### src/hdl/assert_macros.svh
// ----------------------------------------------------------------------------
// assert_macros.svh
// concurrent assertion helpers shared by the rtl
// ----------------------------------------------------------------------------
`ifndef ASSERT_MACROS_SVH
`define ASSERT_MACROS_SVH

// property must hold at every clock outside reset
`define AST_HOLDS(label, clk, rst, prop, msg) \
  label: assert property (@(posedge clk) disable iff (rst) (prop)) else $error(msg);

// expression must never be true outside reset
`define AST_NEVER(label, clk, rst, expr, msg) \
  label: assert property (@(posedge clk) disable iff (rst) !(expr)) else $error(msg);

`endif

### src/hdl/hcbp_pkg.sv
// ----------------------------------------------------------------------------
// hcbp_pkg
// types and constants of the huffman code bit packer
// ----------------------------------------------------------------------------
package hcbp_pkg;

  localparam int SYMBOLS      = 128;
  localparam int MAX_CODE_LEN = 32;
  localparam int SYM_W        = 7;
  localparam int CODE_W       = 32;
  localparam int LEN_W        = 6;
  localparam int BYTE_W       = 8;
  localparam int PCNT_W       = 4;
  localparam int WIN_W        = BYTE_W + CODE_W;
  localparam int SH_W         = 6;
  localparam int IN_TDATA_W   = 48;

  typedef enum logic [1:0] {
    OP_LOAD   = 2'd0,
    OP_ENCODE = 2'd1,
    OP_FINISH = 2'd2
  } op_t;

  typedef struct packed {
    logic [LEN_W-1:0]  len;
    logic [CODE_W-1:0] code;
  } entry_t;

  typedef struct packed {
    logic             en;
    logic [SYM_W-1:0] addr;
    entry_t           entry;
  } tbl_wr_t;

endpackage

### src/hdl/hcbp_code_table.sv
// ----------------------------------------------------------------------------
// hcbp_code_table
// code memory with per-entry valid bits; unwritten entries read as length zero
// ----------------------------------------------------------------------------
module hcbp_code_table
  import hcbp_pkg::*;
(
  input  logic             clk,
  input  logic             rst,
  input  tbl_wr_t          wr,
  input  logic             rd_en,
  input  logic [SYM_W-1:0] rd_addr,
  output entry_t           rd_entry
);

  entry_t       mem [SYMBOLS];
  logic         vld [SYMBOLS];
  entry_t       rd_data;
  logic         rd_vld;

  always_ff @(posedge clk) begin
    if (wr.en) begin
      mem[wr.addr] <= wr.entry;
    end
    if (rd_en) begin
      rd_data <= mem[rd_addr];
    end
  end

  always_ff @(posedge clk) begin
    if (rst) begin
      for (int i = 0; i < SYMBOLS; i++) begin
        vld[i] <= 1'b0;
      end
      rd_vld <= 1'b0;
    end else begin
      if (wr.en) begin
        vld[wr.addr] <= 1'b1;
      end
      if (rd_en) begin
        rd_vld <= vld[rd_addr];
      end
    end
  end

  always_comb begin
    rd_entry = rd_data;
    if (!rd_vld) begin
      rd_entry.len = '0;
    end
  end

endmodule

### src/hdl/hcbp_shift.sv
// ----------------------------------------------------------------------------
// hcbp_shift
// shared left shifter for code alignment and byte extraction
// ----------------------------------------------------------------------------
module hcbp_shift
  import hcbp_pkg::*;
(
  input  logic [WIN_W-1:0] din,
  input  logic [SH_W-1:0]  shamt,
  output logic [WIN_W-1:0] dout
);

  assign dout = din << shamt;

endmodule

### src/hdl/huffman_code_bit_packer.sv
// load: request taken, then S_LOAD writes the table and sends the result byte
// encode: request, table read, merge, one byte per unstalled cycle; no output if absent
// finish: request, data byte, pad byte; one request at a time
// the rate is set by the shared 40-bit shifter, used once per byte
// rst is synchronous; it empties the bit buffer and marks all codes absent
// ----------------------------------------------------------------------------
// huffman_code_bit_packer
// packs prefix codes from a loadable table into a byte stream
// ----------------------------------------------------------------------------
`include "assert_macros.svh"

module huffman_code_bit_packer
  import hcbp_pkg::*;
(
  input  logic                  clk,
  input  logic                  rst,
  input  logic                  s_axis_tvalid,
  output logic                  s_axis_tready,
  // symbol[6:0], code_bits[38:7], code_length[44:39], zero fill
  input  logic [IN_TDATA_W-1:0] s_axis_tdata,
  // operation[1:0]
  input  logic [1:0]            s_axis_tuser,
  output logic                  m_axis_tvalid,
  input  logic                  m_axis_tready,
  // out_byte[7:0]
  output logic [BYTE_W-1:0]     m_axis_tdata,
  output logic                  m_axis_tlast,
  // load_rejected[0]
  output logic                  m_axis_tuser
);

  typedef enum logic [6:0] {
    S_IDLE     = 7'b0000001,
    S_LOAD     = 7'b0000010,
    S_FETCH    = 7'b0000100,
    S_EMIT     = 7'b0001000,
    S_FIN_DATA = 7'b0010000,
    S_FIN_PAD  = 7'b0100000,
    S_SPARE    = 7'b1000000
  } state_t;

  state_t               state;
  logic [SYM_W-1:0]     itm_sym;
  logic [CODE_W-1:0]    itm_code;
  logic [LEN_W-1:0]     itm_len;
  logic [BYTE_W-1:0]    pend;
  logic [PCNT_W-1:0]    pend_cnt;
  logic [WIN_W-1:0]     win;
  logic [SH_W-1:0]      cnt;
  logic                 out_vld;
  logic [BYTE_W-1:0]    out_byte;
  logic                 out_last;
  logic                 out_rej;

  logic                 slot_free;
  logic                 in_fire;
  tbl_wr_t              tbl_wr;
  entry_t               rd_entry;
  logic [WIN_W-1:0]     sh_in;
  logic [SH_W-1:0]      sh_amt;
  logic [WIN_W-1:0]     sh_out;
  logic [PCNT_W-1:0]    pad;

  assign s_axis_tready = (state == S_IDLE);
  assign in_fire       = s_axis_tvalid && s_axis_tready;
  assign slot_free     = !out_vld || m_axis_tready;
  assign pad           = PCNT_W'(BYTE_W) - pend_cnt;

  assign m_axis_tvalid = out_vld;
  assign m_axis_tdata  = out_byte;
  assign m_axis_tlast  = out_last;
  assign m_axis_tuser  = out_rej;

  // table write on load
  always_comb begin
    tbl_wr.en         = (state == S_LOAD) && slot_free && (itm_len <= LEN_W'(MAX_CODE_LEN));
    tbl_wr.addr       = itm_sym;
    tbl_wr.entry.len  = itm_len;
    tbl_wr.entry.code = itm_code & ~({CODE_W{1'b1}} << itm_len);
  end

  hcbp_code_table u_table (
    .clk      (clk),
    .rst      (rst),
    .wr       (tbl_wr),
    .rd_en    (in_fire),
    .rd_addr  (s_axis_tdata[SYM_W-1:0]),
    .rd_entry (rd_entry)
  );

  // shifter: align new code behind pending bits, or move next byte to the top
  always_comb begin
    if (state == S_EMIT) begin
      sh_in  = win;
      sh_amt = SH_W'(BYTE_W);
    end else begin
      sh_in  = {{BYTE_W{1'b0}}, rd_entry.code};
      sh_amt = SH_W'(WIN_W) - SH_W'(pend_cnt) - rd_entry.len;
    end
  end

  hcbp_shift u_shift (
    .din   (sh_in),
    .shamt (sh_amt),
    .dout  (sh_out)
  );

  always_ff @(posedge clk) begin
    if (rst) begin
      state    <= S_IDLE;
      out_vld  <= 1'b0;
      pend     <= '0;
      pend_cnt <= '0;
    end else begin
      if (m_axis_tready) begin
        out_vld <= 1'b0;
      end
      unique case (state)
        S_IDLE: begin
          if (s_axis_tvalid) begin
            itm_sym  <= s_axis_tdata[SYM_W-1:0];
            itm_code <= s_axis_tdata[SYM_W +: CODE_W];
            itm_len  <= s_axis_tdata[SYM_W+CODE_W +: LEN_W];
            unique case (op_t'(s_axis_tuser))
              OP_LOAD:   state <= S_LOAD;
              OP_ENCODE: state <= S_FETCH;
              OP_FINISH: state <= S_FIN_DATA;
              default:   state <= S_IDLE;
            endcase
          end
        end
        S_LOAD: begin
          if (slot_free) begin
            out_vld  <= 1'b1;
            out_byte <= '0;
            out_last <= 1'b1;
            out_rej  <= (itm_len > LEN_W'(MAX_CODE_LEN));
            state    <= S_IDLE;
          end
        end
        S_FETCH: begin
          if (rd_entry.len == '0) begin
            state <= S_IDLE;
          end else begin
            win   <= sh_out | {pend, {CODE_W{1'b0}}};
            cnt   <= SH_W'(pend_cnt) + rd_entry.len;
            state <= S_EMIT;
          end
        end
        S_EMIT: begin
          if (cnt > SH_W'(BYTE_W)) begin
            if (slot_free) begin
              out_vld  <= 1'b1;
              out_byte <= win[WIN_W-1 -: BYTE_W];
              out_last <= (cnt <= SH_W'(2 * BYTE_W));
              out_rej  <= 1'b0;
              win      <= sh_out;
              cnt      <= cnt - SH_W'(BYTE_W);
            end
          end else begin
            pend     <= win[WIN_W-1 -: BYTE_W];
            pend_cnt <= cnt[PCNT_W-1:0];
            state    <= S_IDLE;
          end
        end
        S_FIN_DATA: begin
          if (slot_free) begin
            out_vld  <= 1'b1;
            out_byte <= pend;
            out_last <= 1'b0;
            out_rej  <= 1'b0;
            state    <= S_FIN_PAD;
          end
        end
        S_FIN_PAD: begin
          if (slot_free) begin
            out_vld  <= 1'b1;
            out_byte <= {{(BYTE_W-PCNT_W){1'b0}}, pad};
            out_last <= 1'b1;
            out_rej  <= 1'b0;
            pend     <= '0;
            pend_cnt <= '0;
            state    <= S_IDLE;
          end
        end
        default: state <= S_IDLE;
      endcase
    end
  end

  // pending bits are left aligned with zeros below the count
  `AST_NEVER(a_pend_cnt_range, clk, rst, pend_cnt > PCNT_W'(BYTE_W), "pending count above 8")
  `AST_HOLDS(a_pend_low_zero, clk, rst, (pend & (8'hFF >> pend_cnt)) == 8'h00,
             "stray pending bits")
  `AST_HOLDS(a_emit_cnt_range, clk, rst, (state != S_EMIT) || (cnt <= SH_W'(WIN_W)),
             "window overflow")
  `AST_HOLDS(a_fin_pad_follows, clk, rst,
             (state != S_FIN_PAD) || ($past(state) == S_FIN_DATA) || ($past(state) == S_FIN_PAD),
             "pad byte without data byte")

endmodule
### config.mk
export PLATFORM = sky130hd
export DESIGN_NAME = huffman_code_bit_packer
export DESIGN_NICKNAME = d
export VERILOG_FILES = /design/src/hdl/hcbp_pkg.sv /design/src/hdl/hcbp_code_table.sv /design/src/hdl/hcbp_shift.sv /design/src/hdl/huffman_code_bit_packer.sv
export VERILOG_INCLUDE_DIRS = /design/src /design/src/hdl
export SDC_FILE = /design/constraint.sdc
export NUM_CORES = 2
export LEC_CHECK = 0
export BUFFER_PORTS_ARGS = -buffer_cell sky130_fd_sc_hd__buf_2
export CAP_MARGIN = 20
export CORE_MARGIN = 5
export CORE_UTILIZATION = 50
export DETAILED_ROUTE_END_ITERATION = 10
export PLACE_DENSITY = 0.74
export SLEW_MARGIN = 10
export SYNTH_ARGS = -nofsm -noshare
export SYNTH_HDL_FRONTEND = slang
export SYNTH_MEMORY_MAX_BITS = 65536
export SYNTH_SLANG_ARGS = --single-unit
### constraint.sdc
create_clock -name clk -period 21 [get_ports clk]
set_input_delay 1.05 -clock clk [delete_from_list [all_inputs] [get_ports clk]]
set_output_delay 1.05 -clock clk [all_outputs]
set_load 0.02 [all_outputs]
# == Word level (Yosys, flattened, before mapping) ==
# Memories as Yosys holds them, arrays and structs flattened. A register that Yosys moved wholly into a read port is not among the register bits.
# Cells that the tools add are included.
# word_totals
reg_bits,121
ramBits,4992
in_bits,54
word_cells,120
mem_count,2
# op_classes
n_addsub,5
n_lt_le_gt_ge,4
eq_ne,17
shift,2
muxes,51
bitwise,4
n_reduce_logical,23
# memory_table
name,depth,width,rd,rd_clocked_by_memory_dff,wr,line_no,text
u_table.mem,128,38,1,1,1,hcbp_code_table.sv:16,entry_t mem [SYMBOLS];
u_table.vld,128,1,1,1,128,hcbp_code_table.sv:17,logic vld [SYMBOLS];
# op_table
cell,n
40-bit 2-to-1 mux,4
40-bit case mux with 2 select lines,1
8-bit 2-to-1 mux,6
40-bit bitwise OR,1
40-bit by 6-bit left shift with 40-bit output,1
7-bit 2-to-1 mux,5
7-bit case mux with 5 select lines,1
32-bit bitwise AND,1
32-bit NOT,1
8-bit case mux with 4 select lines,1
32-bit by 6-bit left shift with 32-bit output (first input constant),1
6-bit 2-to-1 mux,5
1-bit 2-to-1 mux,18
8-bit case mux with 2 select lines,1
5-bit case mux with 3 select lines,1
2-bit inequality test (second input constant),7
4-bit 2-to-1 mux,3
6-bit case mux with 2 select lines,1
4-bit case mux with 2 select lines,1
4-bit AND reduction,2
7-bit by 1-bit equality test with 1-bit output (second input constant),1
7-bit by 2-bit equality test with 1-bit output (second input constant),1
7-bit by 3-bit equality test with 1-bit output (second input constant),1
7-bit by 4-bit equality test with 1-bit output (second input constant),1
other kinds (32),40

# == Logic depth before layout (Yosys ltp) ==
# depth
word_depth,9
depth_mapped,16
ltp_nobuf,12

# == Modules after synthesis ==
# Synthesis repeated with hierarchy kept, for this count alone.
# hier_totals
cells_unflattened,8643
hier_area_um2,199034.6
# by_module_without_submodules
mod,n_inst,cells_each,area_per_inst_um2,seq_area_each_um2
hcbp_code_table,1,7902,190856.8,149783.7
huffman_code_bit_packer,1,503,5719.2,3413.3
hcbp_shift,1,238,2458.6,0.0

# == Worst setup path after synthesis ==
# OpenSTA, ideal clock, no wires.
# synth_timing
kind,reg2reg
start,register itm_len[1]
end,"memory u_table.mem[0][10] (netlist bit), data pin"
setup_ps,1236
arrival_ps,7774
slack_ps,11990
stages_incl_launch_ff,5
path_buffers,1
period_less_slack_ps,9010
path_cell_list,edfxtp_1 clkbuf_1 a21oi_1 nand2b_1 a21boi_0
# synth_rtl
item,line_no,text
from (decl),huffman_code_bit_packer.sv:45,logic [LEN_W-1:0] itm_len;
from (signal assigned),huffman_code_bit_packer.sv:123,itm_len <= s_axis_tdata[SYM_W+CODE_W +: LEN_W];
to (decl),hcbp_code_table.sv:16,

==> out/summary.txt <==
Worst Path Max Fanout = 99
Most frequent cell after synthesis = edfxtp_1
Total grt overflow = 0
DR iter-0 viols = 14,600
Core Area = 396,000 sq um
CTS clk-pin slew, worst paths = 70 ps
Post-DP HPWL = 270,000 um
Root buffer cell = clkbuf_16
Max_cap viols = 0
Top Usage Layer GRT = met2
Worst-margin pin slew = 1200 ps
P&R area growth vs syn = 12.1%
Final hold vios = 0
Post-cts hold buffer count = 0
Vias after detailed routing = 98,400
Clock buffer depth = 4
Met2 Use GR = 37.3%
Leakage = 70.5 nW
Relative slew slack = 20.3%
VDD IR-drop max = 85.8 uV
# Post-CTS Setup Buffers = 0
Sink Count = 5,151
Largest stage delay on the critical path = 820 ps
Synth Instances = 9,002
Seq/Total Area, Yosys = 77.0%
Setup TNS = 0 ps
Max Clock Skew = 129 ps
CTS resizes = 0
EDFF count, synth = 5,003
Hold slack = 190 ps
Status = finished, final reports clean
Die area = 411,000 sq um
CP dominant cell by count = buf_4
M3 GR Usage = 7.01%
Width of the die = 641 um
Top-area cell type share of the netlist area = 75.5%
First-pass GRT wire length = 717,000 um
Post-synth top cells = 5,003 x edfxtp_1, 1,271 x mux4_2, 684 x mux2i_1, 504 x nor2_1, 313 x a22oi_1
Count of cell types in the netlist = 76
GR Util met1 = 34.0%
Worst skew pair latency = 1080 ps
Avg Synthesized Cell Area = 22.1 sq um
Worst setup EP type = flip-flop
Row cnt = 231
Fillers = 27,600
Pwr dens = 95.4 nW/um^2
Initial antenna violation count = 30
Tmin final = 6800 ps
Total CTS buffers = 485
Hold crit path type = in2reg
Synth Register Bits = 5,151
Worst Setup Path Type = in2reg
I/O Pins = 66
Top_reg_cell synth = edfxtp_1
TritonCTS clock tree = built
DR pass1 iterations = 8
RSZ-0062 raised after global routing = false
Synth warn = 0
Worst Path Required = 21,870 ps
Cell Area, Synth = 199,000 sq um
Synth async-reset ratio = 0%
Fin nets = 9,423
Initial Utilization = 50.2%
Vias in the first global route = 98,600
Critical Path AT = 7670 ps
Number of vias per cell = 6.55
Average routed wire per standard cell = 33.7 um
DRC violations left = 0
CP startpoint kind = input pin
Area leader, netlist = edfxtp_1
Final ANT Viol Nets = 0
Gr usage total = 24.5%
CP Cell Sequence = buf_12, buf_4, buf_4, buf_4, buf_4, buf_4, mux4_2, mux2i_1, a22oi_1, nand4_1, nor2_1
Routability congestion estimate from global placement = 0.892
Net count after synthesis = 9,071
Die Y = 641 um
Share of cells above drive strength 1 = 25.9%
Max-slew violations = 0
Total Routed Length = 506,000 um
IO buf count = 62
Worst path slowest cell = buf_4
Ranking of synthesized cells by area = edfxtp_1 76%, mux4_2 14%, mux2i_1 3.4%
H-tree depth = 5
Fin crit share = 32.4%
Largest net degree at the start of global routing = 159
Fmax = 147 MHz
Final setup vio count = 0
## cells by family (layout without fill, tap and decap cells)
family,count (synthesis),count (layout),synth area share (%)
flip-flops,5151,5151,77.0
multiplexers,1974,1974,17.9
AND/OR/NAND/NOR,826,826,1.91
buffers and inverters,519,1284,1.16
AO/OA/AOI/OAI,506,506,1.82
adder cells (fa/ha/maj),17,17,0.112
XOR/XNOR,9,9,0.0396
other,0,13,0
## where the power goes
group	switching, mW	leakage [nW]	internal (mW)	total, mW
registers	0.0359	46.5	11.4	11.4
logic	0.863	16.5	0.453	1.32
clock network	3.80	7.54	4.73	8.53
total	4.70	70.5	16.6	21.3
## flip-flops by register name (all words and copies together), names as in the netlist, 4 cells and up
signal	flops
cnt	6
itm_code	32
itm_len	6
itm_sym	7
m_axis_tdata	8
pend	8
pend_cnt	4
state	6
u_table.mem	4864
u_table.rd_data	6
u_table.rd_entry	32
u_table.vld	128
win	40
## metal layers
| metal | wire [um] | vias up |
|---|---|---|
| met5 | 78 | - |
| met4 | 19700 | 12 |
| met3 | 68600 | 954 |
| met2 | 234000 | 6865 |
| met1 | 184000 | 51900 |
| li1 | - | 38700 |
## placed cells by master, fill, tap and decap left out, types with 21 or more instances in the layout
cell type / synthesis / layout
nand2_1: 70 / 70
edfxtp_1: 5003 / 5003
nor2_4: 0 / 139
nor2_1: 504 / 365
mux2i_1: 684 / 684
inv_1: 21 / 21
a21oi_1: 50 / 50
nand3_1: 39 / 39
a22oi_1: 313 / 313
nand4_1: 81 / 81
buf_2: 229 / 58
buf_4: 9 / 282
bufinv_16: 0 / 35
mux4_2: 1271 / 1271
dfxtp_1: 148 / 148
clkbuf_16: 0 / 488
clkinv_1: 0 / 114
clkinv_2: 0 / 100
o21ai_0: 47 / 47
nor3_1: 32 / 24
clkbuf_1: 172 / 104
## layout make-up
class                           count  area (sq um)  share of cell area, %
Antenna cell                       13          32.5                 0.0146
Clock buffer                      598         12700                   5.69
Clock inverter                    302          2790                   1.25
Inverter                           22          82.6                 0.0370
Multi-Input combinational cell   3332         44800                   20.1
Sequential cell                  5151        153000                   68.7
Tap cell                         5242          6560                   2.94
Timing Repair Buffer              362          2830                   1.27
## worst max-delay path, delay by kind of cell
kind            cells  cell delay (ps)
compound gates      1              760
simple gates        2              780
buf+inv             6             4190
mux                 2              430
## per-stage QoR
stage / power [mW] / setup slack, ps / util [%] / instances / cell area (sq um)
final: 21.3 / 14200 / 56.3 / 15000 / 223000
after global routing: 21.9 / 13480 / 56.3 / 15000 / 223000
after global placement: 12.9 / 13040 / 52.3 / 14100 / 207000
after detailed placement: 12.9 / 12970 / 52.3 / 14100 / 207000
after floorplan: 12.5 / 11990 / - / 9002 / 199000
after CTS: 21.3 / 14020 / 56.2 / 15000 / 223000
## path summary, 6_finish.rpt
path                            cells past startpoint  slack (ps)              from                   end
worst max-delay path                               11       14200   s_axis_tdata[0]  u_table.rd_entry[17]
worst min-delay path                                1         190  s_axis_tdata[41]            itm_len[2]
worst max register to register                     12       16270    u_table.rd_vld               win[37]
worst min register to register                      2         470   u_table.vld[22]       u_table.vld[22]
(Power assumes the default switching activity.)
